==> src/rtl/eaxa_pkg.sv <==
package eaxa_pkg;

    localparam int BYTES_PER_CHANNEL_BLOCK_DEF = 15;
    localparam int COEF_W = 10;
    localparam int HIST_W = 32;
    localparam int SHIFT_W = 5;
    localparam int SEL_W = 4;
    localparam int CFG_IDX_W = 1;
    localparam int CFG_DATA_W = 1;

    localparam logic [CFG_IDX_W-1:0] CFG_STEREO_MODE = 1'd0;
    localparam logic [CFG_IDX_W-1:0] CFG_CLIP_ENABLE = 1'd1;

    localparam logic [SHIFT_W-1:0] SHIFT_RESET = 5'd8;
    localparam logic signed [HIST_W-1:0] ROUND_BIAS = 32'sh0000_0080;
    localparam logic signed [HIST_W-1:0] CLIP_MAX = 32'sd32767;
    localparam logic signed [HIST_W-1:0] CLIP_MIN = -32'sd32768;

    typedef struct packed {
        logic [7:0] stream_byte;
        logic       new_stream;
    } t_in_item;

    typedef struct packed {
        logic signed [15:0] first_sample;
        logic signed [15:0] second_sample;
        logic               right_channel;
    } t_out_item;

    typedef struct packed {
        logic load;
        logic clear_hist;
        logic hdr_we;
        logic ch;
        logic mul;
        logic acc;
        logic lo;
        logic out_load;
    } t_dp_cmd;

    function automatic logic signed [COEF_W-1:0] coef_rom(input logic [4:0] idx);
        logic signed [COEF_W-1:0] c;
        unique case (idx)
            5'd1:    c = 10'sd240;
            5'd2:    c = 10'sd460;
            5'd3:    c = 10'sd392;
            5'd6:    c = -10'sd208;
            5'd7:    c = -10'sd220;
            5'd9:    c = 10'sd1;
            5'd10:   c = 10'sd3;
            5'd11:   c = 10'sd4;
            5'd12:   c = 10'sd7;
            5'd13:   c = 10'sd8;
            5'd14:   c = 10'sd10;
            5'd15:   c = 10'sd11;
            5'd17:   c = -10'sd1;
            5'd18:   c = -10'sd3;
            5'd19:   c = -10'sd4;
            default: c = 10'sd0;
        endcase
        return c;
    endfunction

endpackage

==> src/rtl/eaxa_ctrl.sv <==
module eaxa_ctrl import eaxa_pkg::*; #(
    parameter int BYTES_PER_CHANNEL_BLOCK = BYTES_PER_CHANNEL_BLOCK_DEF
) (
    input  logic    i_clk,
    input  logic    i_rst_n,
    input  logic    i_in_valid,
    input  logic    i_new_stream,
    input  logic    i_stereo,
    input  logic    i_out_stall,
    output logic    o_in_stall,
    output logic    o_out_valid,
    output t_dp_cmd o_cmd
);

    localparam int POS_W = $clog2(2 * BYTES_PER_CHANNEL_BLOCK + 1);
    localparam logic [POS_W-1:0] LEN_MONO = POS_W'(BYTES_PER_CHANNEL_BLOCK);
    localparam logic [POS_W-1:0] LEN_STEREO = POS_W'(2 * BYTES_PER_CHANNEL_BLOCK);

    typedef enum logic [2:0] {
        S_IDLE,
        S_MUL_HI,
        S_ACC_HI,
        S_MUL_LO,
        S_ACC_LO,
        S_OUT
    } t_state;

    t_state           r_state;
    logic             r_out_valid;
    logic [POS_W-1:0] r_pos;

    logic [POS_W-1:0] len;
    logic [POS_W-1:0] pos_base;
    logic [POS_W-1:0] pos_eff;
    logic [POS_W-1:0] pos_inc;
    logic [POS_W-1:0] n_pos;
    logic             is_hdr;
    logic             in_acc;
    logic             out_load;

    assign len      = i_stereo ? LEN_STEREO : LEN_MONO;
    assign pos_base = i_new_stream ? '0 : r_pos;
    assign pos_eff  = (pos_base >= len) ? '0 : pos_base;
    assign pos_inc  = pos_eff + POS_W'(1);
    assign n_pos    = (pos_inc >= len) ? '0 : pos_inc;
    assign is_hdr   = i_stereo ? (pos_eff < POS_W'(2)) : (pos_eff == '0);
    assign in_acc   = i_in_valid && (r_state == S_IDLE);
    assign out_load = (r_state == S_OUT) && (!r_out_valid || !i_out_stall);

    assign o_in_stall  = (r_state != S_IDLE);
    assign o_out_valid = r_out_valid;

    always_comb begin
        o_cmd            = '0;
        o_cmd.load       = in_acc;
        o_cmd.clear_hist = in_acc && i_new_stream;
        o_cmd.hdr_we     = in_acc && is_hdr;
        o_cmd.ch         = i_stereo & pos_eff[0];
        o_cmd.mul        = (r_state == S_MUL_HI) || (r_state == S_MUL_LO);
        o_cmd.acc        = (r_state == S_ACC_HI) || (r_state == S_ACC_LO);
        o_cmd.lo         = (r_state == S_MUL_LO) || (r_state == S_ACC_LO);
        o_cmd.out_load   = out_load;
    end

    always_ff @(posedge i_clk) begin
        if (!i_rst_n) begin
            r_state     <= S_IDLE;
            r_out_valid <= 1'b0;
            r_pos       <= '0;
        end else begin
            if (out_load) begin
                r_out_valid <= 1'b1;
            end else if (!i_out_stall) begin
                r_out_valid <= 1'b0;
            end
            unique case (r_state)
                S_IDLE: begin
                    if (in_acc) begin
                        r_pos <= n_pos;
                        if (!is_hdr) begin
                            r_state <= S_MUL_HI;
                        end
                    end
                end
                S_MUL_HI: r_state <= S_ACC_HI;
                S_ACC_HI: r_state <= S_MUL_LO;
                S_MUL_LO: r_state <= S_ACC_LO;
                S_ACC_LO: r_state <= S_OUT;
                S_OUT: begin
                    if (out_load) begin
                        r_state <= S_IDLE;
                    end
                end
                default: r_state <= S_IDLE;
            endcase
        end
    end

endmodule

==> src/rtl/eaxa_dp.sv <==
module eaxa_dp import eaxa_pkg::*; (
    input  logic      i_clk,
    input  logic      i_rst_n,
    input  t_in_item  i_in,
    input  logic      i_clip,
    input  t_dp_cmd   i_cmd,
    output t_out_item o_out
);

    localparam int PROD_W = HIST_W + COEF_W;

    logic signed [HIST_W-1:0]  r_cur [2];
    logic signed [HIST_W-1:0]  r_prev [2];
    logic [SEL_W-1:0]          r_sel [2];
    logic [SHIFT_W-1:0]        r_shift [2];
    logic [7:0]                r_byte;
    logic                      r_ch;
    logic signed [HIST_W-1:0]  r_pc;
    logic signed [HIST_W-1:0]  r_pp;
    logic signed [HIST_W-1:0]  r_term;
    logic signed [15:0]        r_first;
    t_out_item                 r_out;

    logic [3:0]                nib;
    logic [4:0]                idx_cur;
    logic [4:0]                idx_prev;
    logic signed [PROD_W-1:0]  prod_cur;
    logic signed [PROD_W-1:0]  prod_prev;
    logic signed [HIST_W-1:0]  sum;
    logic signed [HIST_W-1:0]  shifted;
    logic signed [HIST_W-1:0]  n_cur;

    assign nib      = i_cmd.lo ? r_byte[3:0] : r_byte[7:4];
    assign idx_cur  = {1'b0, r_sel[r_ch]};
    assign idx_prev = idx_cur + 5'd4;
    assign prod_cur  = PROD_W'(r_cur[r_ch]) * PROD_W'(coef_rom(idx_cur));
    assign prod_prev = PROD_W'(r_prev[r_ch]) * PROD_W'(coef_rom(idx_prev));
    assign sum      = r_term + r_pc + r_pp + ROUND_BIAS;
    assign shifted  = sum >>> 8;

    always_comb begin
        n_cur = shifted;
        if (i_clip) begin
            priority if (shifted > CLIP_MAX) begin
                n_cur = CLIP_MAX;
            end else if (shifted < CLIP_MIN) begin
                n_cur = CLIP_MIN;
            end
        end
    end

    always_ff @(posedge i_clk) begin
        if (!i_rst_n) begin
            for (int i = 0; i < 2; i++) begin
                r_cur[i]   <= '0;
                r_prev[i]  <= '0;
                r_sel[i]   <= '0;
                r_shift[i] <= SHIFT_RESET;
            end
        end else begin
            if (i_cmd.clear_hist) begin
                for (int i = 0; i < 2; i++) begin
                    r_cur[i]  <= '0;
                    r_prev[i] <= '0;
                end
            end
            if (i_cmd.hdr_we) begin
                r_sel[i_cmd.ch]   <= i_in.stream_byte[7:4];
                r_shift[i_cmd.ch] <= {1'b0, i_in.stream_byte[3:0]} + SHIFT_RESET;
            end
            if (i_cmd.acc) begin
                r_prev[r_ch] <= r_cur[r_ch];
                r_cur[r_ch]  <= n_cur;
            end
        end
    end

    always_ff @(posedge i_clk) begin
        if (i_cmd.load) begin
            r_byte <= i_in.stream_byte;
            r_ch   <= i_cmd.ch;
        end
        if (i_cmd.mul) begin
            r_pc   <= prod_cur[HIST_W-1:0];
            r_pp   <= prod_prev[HIST_W-1:0];
            r_term <= $signed({nib, 28'd0}) >>> r_shift[r_ch];
        end
        if (i_cmd.acc && !i_cmd.lo) begin
            r_first <= n_cur[15:0];
        end
        if (i_cmd.out_load) begin
            r_out.first_sample  <= r_first;
            r_out.second_sample <= r_cur[r_ch][15:0];
            r_out.right_channel <= r_ch;
        end
    end

    assign o_out = r_out;

endmodule

==> src/rtl/ea_xa_adpcm_decoder.sv <==
// Decoder for EA XA ADPCM: one compressed byte per item. Header bytes load the
// predictor coefficients and shift of their channel and give no result; a data
// byte gives one result holding two 16-bit samples. A header byte leaves the
// decoder idle and ready for the next byte. A data byte holds off new input
// until its result is loaded: the two samples depend on each other, and each
// goes through a multiply step (both predictor products registered) and an
// accumulate step that updates the channel history, followed by the load of
// the output register. A finished result waits there while the next item is
// taken; a data byte that ends before that result is taken holds until it is.
module ea_xa_adpcm_decoder import eaxa_pkg::*; #(
    parameter int BYTES_PER_CHANNEL_BLOCK = BYTES_PER_CHANNEL_BLOCK_DEF
) (
    input  logic                  i_clk,
    input  logic                  i_rst_n,
    input  logic                  i_in_valid,
    output logic                  o_in_stall,
    input  t_in_item              i_in,
    output logic                  o_out_valid,
    input  logic                  i_out_stall,
    output t_out_item             o_out,
    input  logic                  i_cfg_we,
    input  logic [CFG_IDX_W-1:0]  i_cfg_index,
    input  logic [CFG_DATA_W-1:0] i_cfg_data
);

    logic    r_stereo;
    logic    r_clip;
    t_dp_cmd cmd;

    always_ff @(posedge i_clk) begin
        if (!i_rst_n) begin
            r_stereo <= 1'b0;
            r_clip   <= 1'b1;
        end else if (i_cfg_we) begin
            unique case (i_cfg_index)
                CFG_STEREO_MODE: r_stereo <= i_cfg_data[0];
                CFG_CLIP_ENABLE: r_clip   <= i_cfg_data[0];
                default: ;
            endcase
        end
    end

    eaxa_ctrl #(
        .BYTES_PER_CHANNEL_BLOCK(BYTES_PER_CHANNEL_BLOCK)
    ) u_ctrl (
        .i_clk        (i_clk),
        .i_rst_n      (i_rst_n),
        .i_in_valid   (i_in_valid),
        .i_new_stream (i_in.new_stream),
        .i_stereo     (r_stereo),
        .i_out_stall  (i_out_stall),
        .o_in_stall   (o_in_stall),
        .o_out_valid  (o_out_valid),
        .o_cmd        (cmd)
    );

    eaxa_dp u_dp (
        .i_clk   (i_clk),
        .i_rst_n (i_rst_n),
        .i_in    (i_in),
        .i_clip  (r_clip),
        .i_cmd   (cmd),
        .o_out   (o_out)
    );

    a_no_overwrite: assert property (@(posedge i_clk) disable iff (!i_rst_n)
        cmd.out_load |-> !(o_out_valid && i_out_stall))
        else $error("pending result overwritten");

    a_data_busy: assert property (@(posedge i_clk) disable iff (!i_rst_n)
        (cmd.load && !cmd.hdr_we) |=> o_in_stall)
        else $error("data item did not hold off input");

    a_acc_after_mul: assert property (@(posedge i_clk) disable iff (!i_rst_n)
        cmd.acc |-> $past(cmd.mul))
        else $error("accumulate without products");

    a_header_no_result: assert property (@(posedge i_clk) disable iff (!i_rst_n)
        cmd.hdr_we |=> !cmd.out_load)
        else $error("header item produced a result");

endmodule
==> config.mk <==
export PLATFORM = sky130hd
export DESIGN_NAME = ea_xa_adpcm_decoder
export DESIGN_NICKNAME = d
export VERILOG_FILES = /design/src/rtl/eaxa_pkg.sv /design/src/rtl/eaxa_ctrl.sv /design/src/rtl/eaxa_dp.sv /design/src/rtl/ea_xa_adpcm_decoder.sv
export SDC_FILE = /design/constraint.sdc
export NUM_CORES = 2
export LEC_CHECK = 0
export BUFFER_PORTS_ARGS = -buffer_cell sky130_fd_sc_hd__buf_2
export CAP_MARGIN = 0
export CORE_ASPECT_RATIO = 0.8
export CORE_MARGIN = 2
export CORE_UTILIZATION = 45
export CTS_CLUSTER_SIZE = 20
export DETAILED_ROUTE_END_ITERATION = 8
export HOLD_SLACK_MARGIN = 0.1
export MAX_ROUTING_LAYER = met4
export PLACE_DENSITY = 0.67
export REMOVE_ABC_BUFFERS = 1
export SYNTH_ARGS = -nofsm -noshare
export SYNTH_HDL_FRONTEND = slang
export SYNTH_SLANG_ARGS = --single-unit
==> constraint.sdc <==
create_clock -name i_clk -period 10.9 [get_ports i_clk]
set_clock_uncertainty 0.15 [all_clocks]
set_input_delay 0 -clock i_clk [delete_from_list [all_inputs] [get_ports i_clk]]
set_output_delay 0 -clock i_clk [all_outputs]
set_load 0.01 [all_outputs]
Word-level counts from Yosys, hierarchy flattened
Memories as Yosys holds them, arrays and structs flattened. A register that Yosys moved wholly into a read port is not among the register bits.
Cells that the tools add are included.
Cells by class
  add/subtract/negate cells: 6
  $mul: 2
  $lt $le $gt $ge: 5
  equal/unequal tests: 9
  shift-type cells: 1
  mux-type cells: 45
  bitwise logic cells: 6
  reductions and logical operators: 23
Operator list (number)
  $mux W32: 9
  $add A32 B32 Y32: 2
  $mul A32 B10 Y32: 2
  $reduce_or A32 Y1: 2
  $add A32 B9 Y32 const B: 1
  $sshr A32 B5 Y32: 1
  $mux W1: 25
  $mux W5: 5
  $gt A24 B16 Y1 const B: 1
  $lt A24 B16 Y1 const B: 1
  $pmux W3 S6: 1
  $ge A5 B5 Y1: 2
  $mux W3: 3
  $mux W4: 2
  $eq A3 B2 Y1 const B: 2
  $eq A3 B3 Y1 const B: 2
  $ne A2 B1 Y1 const B: 3
  $reduce_and A2 Y1: 3
  $add A4 B3 Y5 const B: 1
  $add A4 B4 Y5 const B: 1
  $add A5 B1 Y5 const B: 1
  $logic_and A1 B1 Y1: 5
  $logic_not A5 Y1: 1
  $lt A5 B2 Y1 const B: 1
  12 further kinds: 20
Storage, ports and cells
  bits in registers: 165
  bits in writable memories: 146
  ROM bits: 640
  input bits: 16
  output and inout bits: 35
  logic and storage cells: 117
  memories: 6
Memory list
  (name not given): depth 32, width 10, read ports 1, clocked after Yosys merged registers in 0, write ports 0, line eaxa_pkg.sv:43  | unique case (idx)
  (name not given): depth 32, width 10, read ports 1, clocked after Yosys merged registers in 0, write ports 0, line eaxa_pkg.sv:43
  u_dp.r_cur: depth 2, width 32, read ports 1, clocked after Yosys merged registers in 1, write ports 2, line eaxa_dp.sv:12  | logic signed [HIST_W-1:0] r_cur [2];
  u_dp.r_prev: depth 2, width 32, read ports 1, clocked after Yosys merged registers in 1, write ports 2, line eaxa_dp.sv:13  | logic signed [HIST_W-1:0] r_prev [2];
  u_dp.r_shift: depth 2, width 5, read ports 1, clocked after Yosys merged registers in 1, write ports 2, line eaxa_dp.sv:15  | logic [SHIFT_W-1:0] r_shift [2];
  u_dp.r_sel: depth 2, width 4, read ports 1, clocked after Yosys merged registers in 1, write ports 2, line eaxa_dp.sv:14  | logic [SEL_W-1:0] r_sel [2];

Logic depth before layout (Yosys ltp)
  depth in word-level cells: 11
  depth in mapped cells: 34
  gate-level depth less buffers: 29

Modules after synthesis
A second synthesis with hierarchy kept.
Second synthesis, totals
  cell total of the unflattened synthesis: 2898
  area total of the unflattened synthesis: 29336.9 µm²
By module, submodules not included
  eaxa_dp: instances 1, cells each 2796, area an instance 28506.1 µm², seq. area each 8067.7 µm²
  eaxa_ctrl: instances 1, cells each 93, area an instance 745.7 µm², seq. area each 180.2 µm²
  ea_xa_adpcm_decoder: instances 1, cells each 9, area an instance 85.1 µm², seq. area each 40.0 µm²

Worst setup path after synthesis
OpenSTA, ideal clock, no wires.
  path kind: reg-to-reg
  from: register with a tool-made name
  to: register u_dp.r_pp[30] (data pin)
  library setup time: 0.272 ns
  arrival: 8.133 ns
  data required time: 10.478 ns
  slack: 2.345 ns
  stages on the path, launching flop included: 33
  buffers on the path: 7
  period minus slack after synthesis: 8.555 ns
  cell sequence: dfxtp_1 buf_2 buf_2 buf_2 buf_1 buf_2 mux2i_1 ha_1 inv_1 and3_1 clkbuf_1 o21ai_2 nor2_2 clkinv_1 clkbuf_1 nor2_1 fa_1 fa_1 fa_1 fa_1 inv_1 fa_1 inv_1 ha_1 nand3_1 nor2_1 and3_1 a21oi_1 o211ai_1 or3b_2 a311oi_1 mux2i_1 o2111ai_1
RTL lines
  end signal, assigned: line eaxa_dp.sv:85  | r_pp <= prod_prev[HIST_W-1:0];
  end, declared: line eaxa_dp.sv:19  | logic signed [HIST_W-1:0] r_pp;

==> results by group <==
STA
  – Fin crit period: 9320 ps
  – Setup TNS: 0 ps
  – Relative slew slack: 0.199
  – Setup violators final: 0
  – RSZ-0062 raised after global routing: false
  – Final Hold Vio Count: 0
  – Worst-Margin Slew: 1200 ps
  – Final Slew Violations: 0
  – Hold Slack: 118 ps
  – Fmax: 107 MHz
  – Fin crit share: 0.855

Place
  – Post-DP Area: 0.0311 mm2
  – PortBufs: 50
  – Dpl cells: 3818
  – Placer congestion estimate: 0.957
  – Hpwl dp: 62.5 mm

Detailed routing
  – Drc violations: 0
  – Routed vias: 21.5k
  – Routed WL per cell: 20.2 um
  – WL met3: 8.03 mm
  – Vias per Instance: 5.52
  – Routed WL: 78.8 mm
  – DRT met1 WL: 36.3 mm
  – Antenna-violating nets left: 0
  – Initial DRC count: 2194
  – Top Layer Used: met4
  – Routed wl met2: 33.0 mm
  – DRT Pass-1 Iters: 5

CTS
  – Clock sink count: 280
  – Hold buffer count at cts: 27
  – Reg clk slew, reported paths: 70 ps
  – H-tree levels: 1
  – Clock Tree Buf Depth: 3
  – Total CTS buffers: 29
  – CTS tree: done
  – Skew-Pair Late Insertion Delay: 590 ps
  – # Post-CTS Setup Buffers: 0
  – Post-cts resize count: 0
  – CTS Root Cell: clkbuf_16

Synthesis
  – EDFF count, synth: 268
  – Yosys warnings: 0
  – Synth top area cells: fa_1 28%, edfxtp_1 27%, ha_1 9.2%, inv_1 6.0%, nand2_1 4.6%
  – Primary FF master, synth: edfxtp_1
  – Seq/Total Area, Yosys: 0.279
  – Synthesized area per cell: 10.1 um2
  – Synthesized area: 0.0297 mm2
  – Synth unique cells: 76
  – Yosys top cell area share: 0.282
  – Async SR Flop Fraction: 0
  – Mapped Cells: 2945
  – Post-synth top area cell: fa_1
  – FF+latch count, synth: 280

Status
  – Status: finished, final reports clean

Setup path
  – CP startpoint kind: register
  – Crit path DAT: 9490 ps
  – Critical Path RT: 11060 ps
  – Critical path type: register to register
  – Crit Path Max Fanout: 37
  – Crit. End Element: register

GRT
  – Grt total ovfl: 0
  – Largest net degree at the start of global routing: 63
  – Initial antenna violation count: 1
  – Tot GR Track Use: 0.244
  – Vias in the first global route: 21.0k
  – First-pass GRT wire length: 124 mm

Cells and area
  – Nets: 3669
  – Area added between synthesis and finish: 8.65%
  – Share of cells above drive strength 1: 0.0707
  – Design area: 0.0322 mm2
  – Final Non-Filler Cells: 3901

Floorplanning
  – I/O pin cnt: 51
  – Die area: 0.0680 mm2
  – Initial Util: 0.453
  – Rows: 84
  – Die W: 291 um
  – Die height: 234 um
  – Core area: 0.0655 mm2

Power and ir drop
  – Maximum vdd drop: 0.000151 V
  – P per Cell Area: 185 mW/mm2
  – Lkg Pwr: 0.0144 uW

Run
  – Number of max-cap violations: 0

Worst hold path
  – Worst hold path class: input port to register
## cells by family after synthesis
group | share of synthesized area
and+or+nand+nor | 0.132
adders and majority gates | 0.374
buffers and inverters | 0.0727
AOI/OAI and AO/OA | 0.0786
DFF | 0.279
muxes | 0.0363
xor gates and xnor gates | 0.0266
## worst max-delay path, stage by stage, from the launching register on
cell and delay, ps:
dfxtp_4 750, mux2i_1 740, ha_1 420, inv_1 120, and3_1 250, o21ai_2 810
nor2_2 200, clkinv_1 440, nor2_1 120, fa_1 510, fa_1 420, fa_1 460
fa_1 490, inv_1 50, fa_1 480, inv_1 40, ha_1 370, nand3_1 140
o31a_1 360, o211ai_1 310, or3b_2 530, a311oi_1 490, mux2i_1 240, o2111ai_1 120
## power by group
group / internal, uW / switching [uW]
Clock: 513 / 441
Combinational: 1300 / 2260
Sequential: 1390 / 55.4
## cells in the mapped netlist (11+ instances only)
cell      count
a211oi_1     19
a21o_1       47
a21oi_1     131
a31oi_1      11
and2_1       37
and3_1       18
buf_2        14
clkbuf_1     58
clkinv_1     11
dfxtp_1      12
edfxtp_1    268
fa_1        418
ha_1        219
inv_1       472
mux2_2       34
mux2i_1      67
nand2_1     364
nand2b_1     15
nand3_1      29
nor2_1      325
nor2b_1      23
nor3_1       32
nor3b_1      18
o21a_1       16
o21ai_0      57
o21bai_1     11
xnor2_1      64
xor2_1       26
## placed cells by master (no fill, tap or decap), types with 55 or more instances in the layout
cell,count
nand2_1,361
nor2_1,325
o21ai_0,55
a21oi_1,130
mux2i_1,65
fa_1,418
xnor2_1,64
ha_1,219
inv_1,472
edfxtp_1,268
## per-layer routing
metal  GRT usage  vias to the layer above
met5           -                        -
met1       0.362                    10800
met3      0.0511                       92
met4      0.0439                        0
li1            -                     9706
met2       0.346                      902
## registers in the layout, indices dropped and copies added, names as in the netlist, 3 cells and up, named ones only
signal          cells
u_ctrl.r_pos        5
u_ctrl.r_state      3
u_dp.o_out         33
u_dp.r_byte         8
u_dp.r_cur         48
u_dp.r_first       16
u_dp.r_pc          32
u_dp.r_pp          32
u_dp.r_prev        48
u_dp.r_sel          8
u_dp.r_shift       10
u_dp.r_term        32
## per-stage QoR
stage / power, uW / util / worst slack (ps)
after detailed placement: 4950 / 0.475 / 1800
after global placement: 4910 / 0.475 / 2030
final: 5950 / 0.492 / 1580
after CTS: 5930 / 0.492 / 1770
after floorplan: 3970 / - / -679
after global routing: 6430 / 0.492 / 1210
## area by class of cell
class	count	area, um2
well taps	860	1080
multi-input cells	2097	19300
inverters	485	1820
fillers	6104	33200
flip-flops and latches	280	8290
repair buffers	123	866
clock inverters	22	153
diodes	2	5.00
clock buffers	32	737
## path summary, 6_finish.rpt
check,from,slack [ps],cells past startpoint,end
setup / recovery,register,1580,23,u_dp.r_pp[30]
hold / removal,i_in[3],120,3,u_dp.r_shift[0][2]
setup reg to reg,register,1580,23,u_dp.r_pp[30]
hold reg to reg,u_dp.r_first[12],270,0,u_dp.o_out[29]
Power figures use the tool's default switching activity.
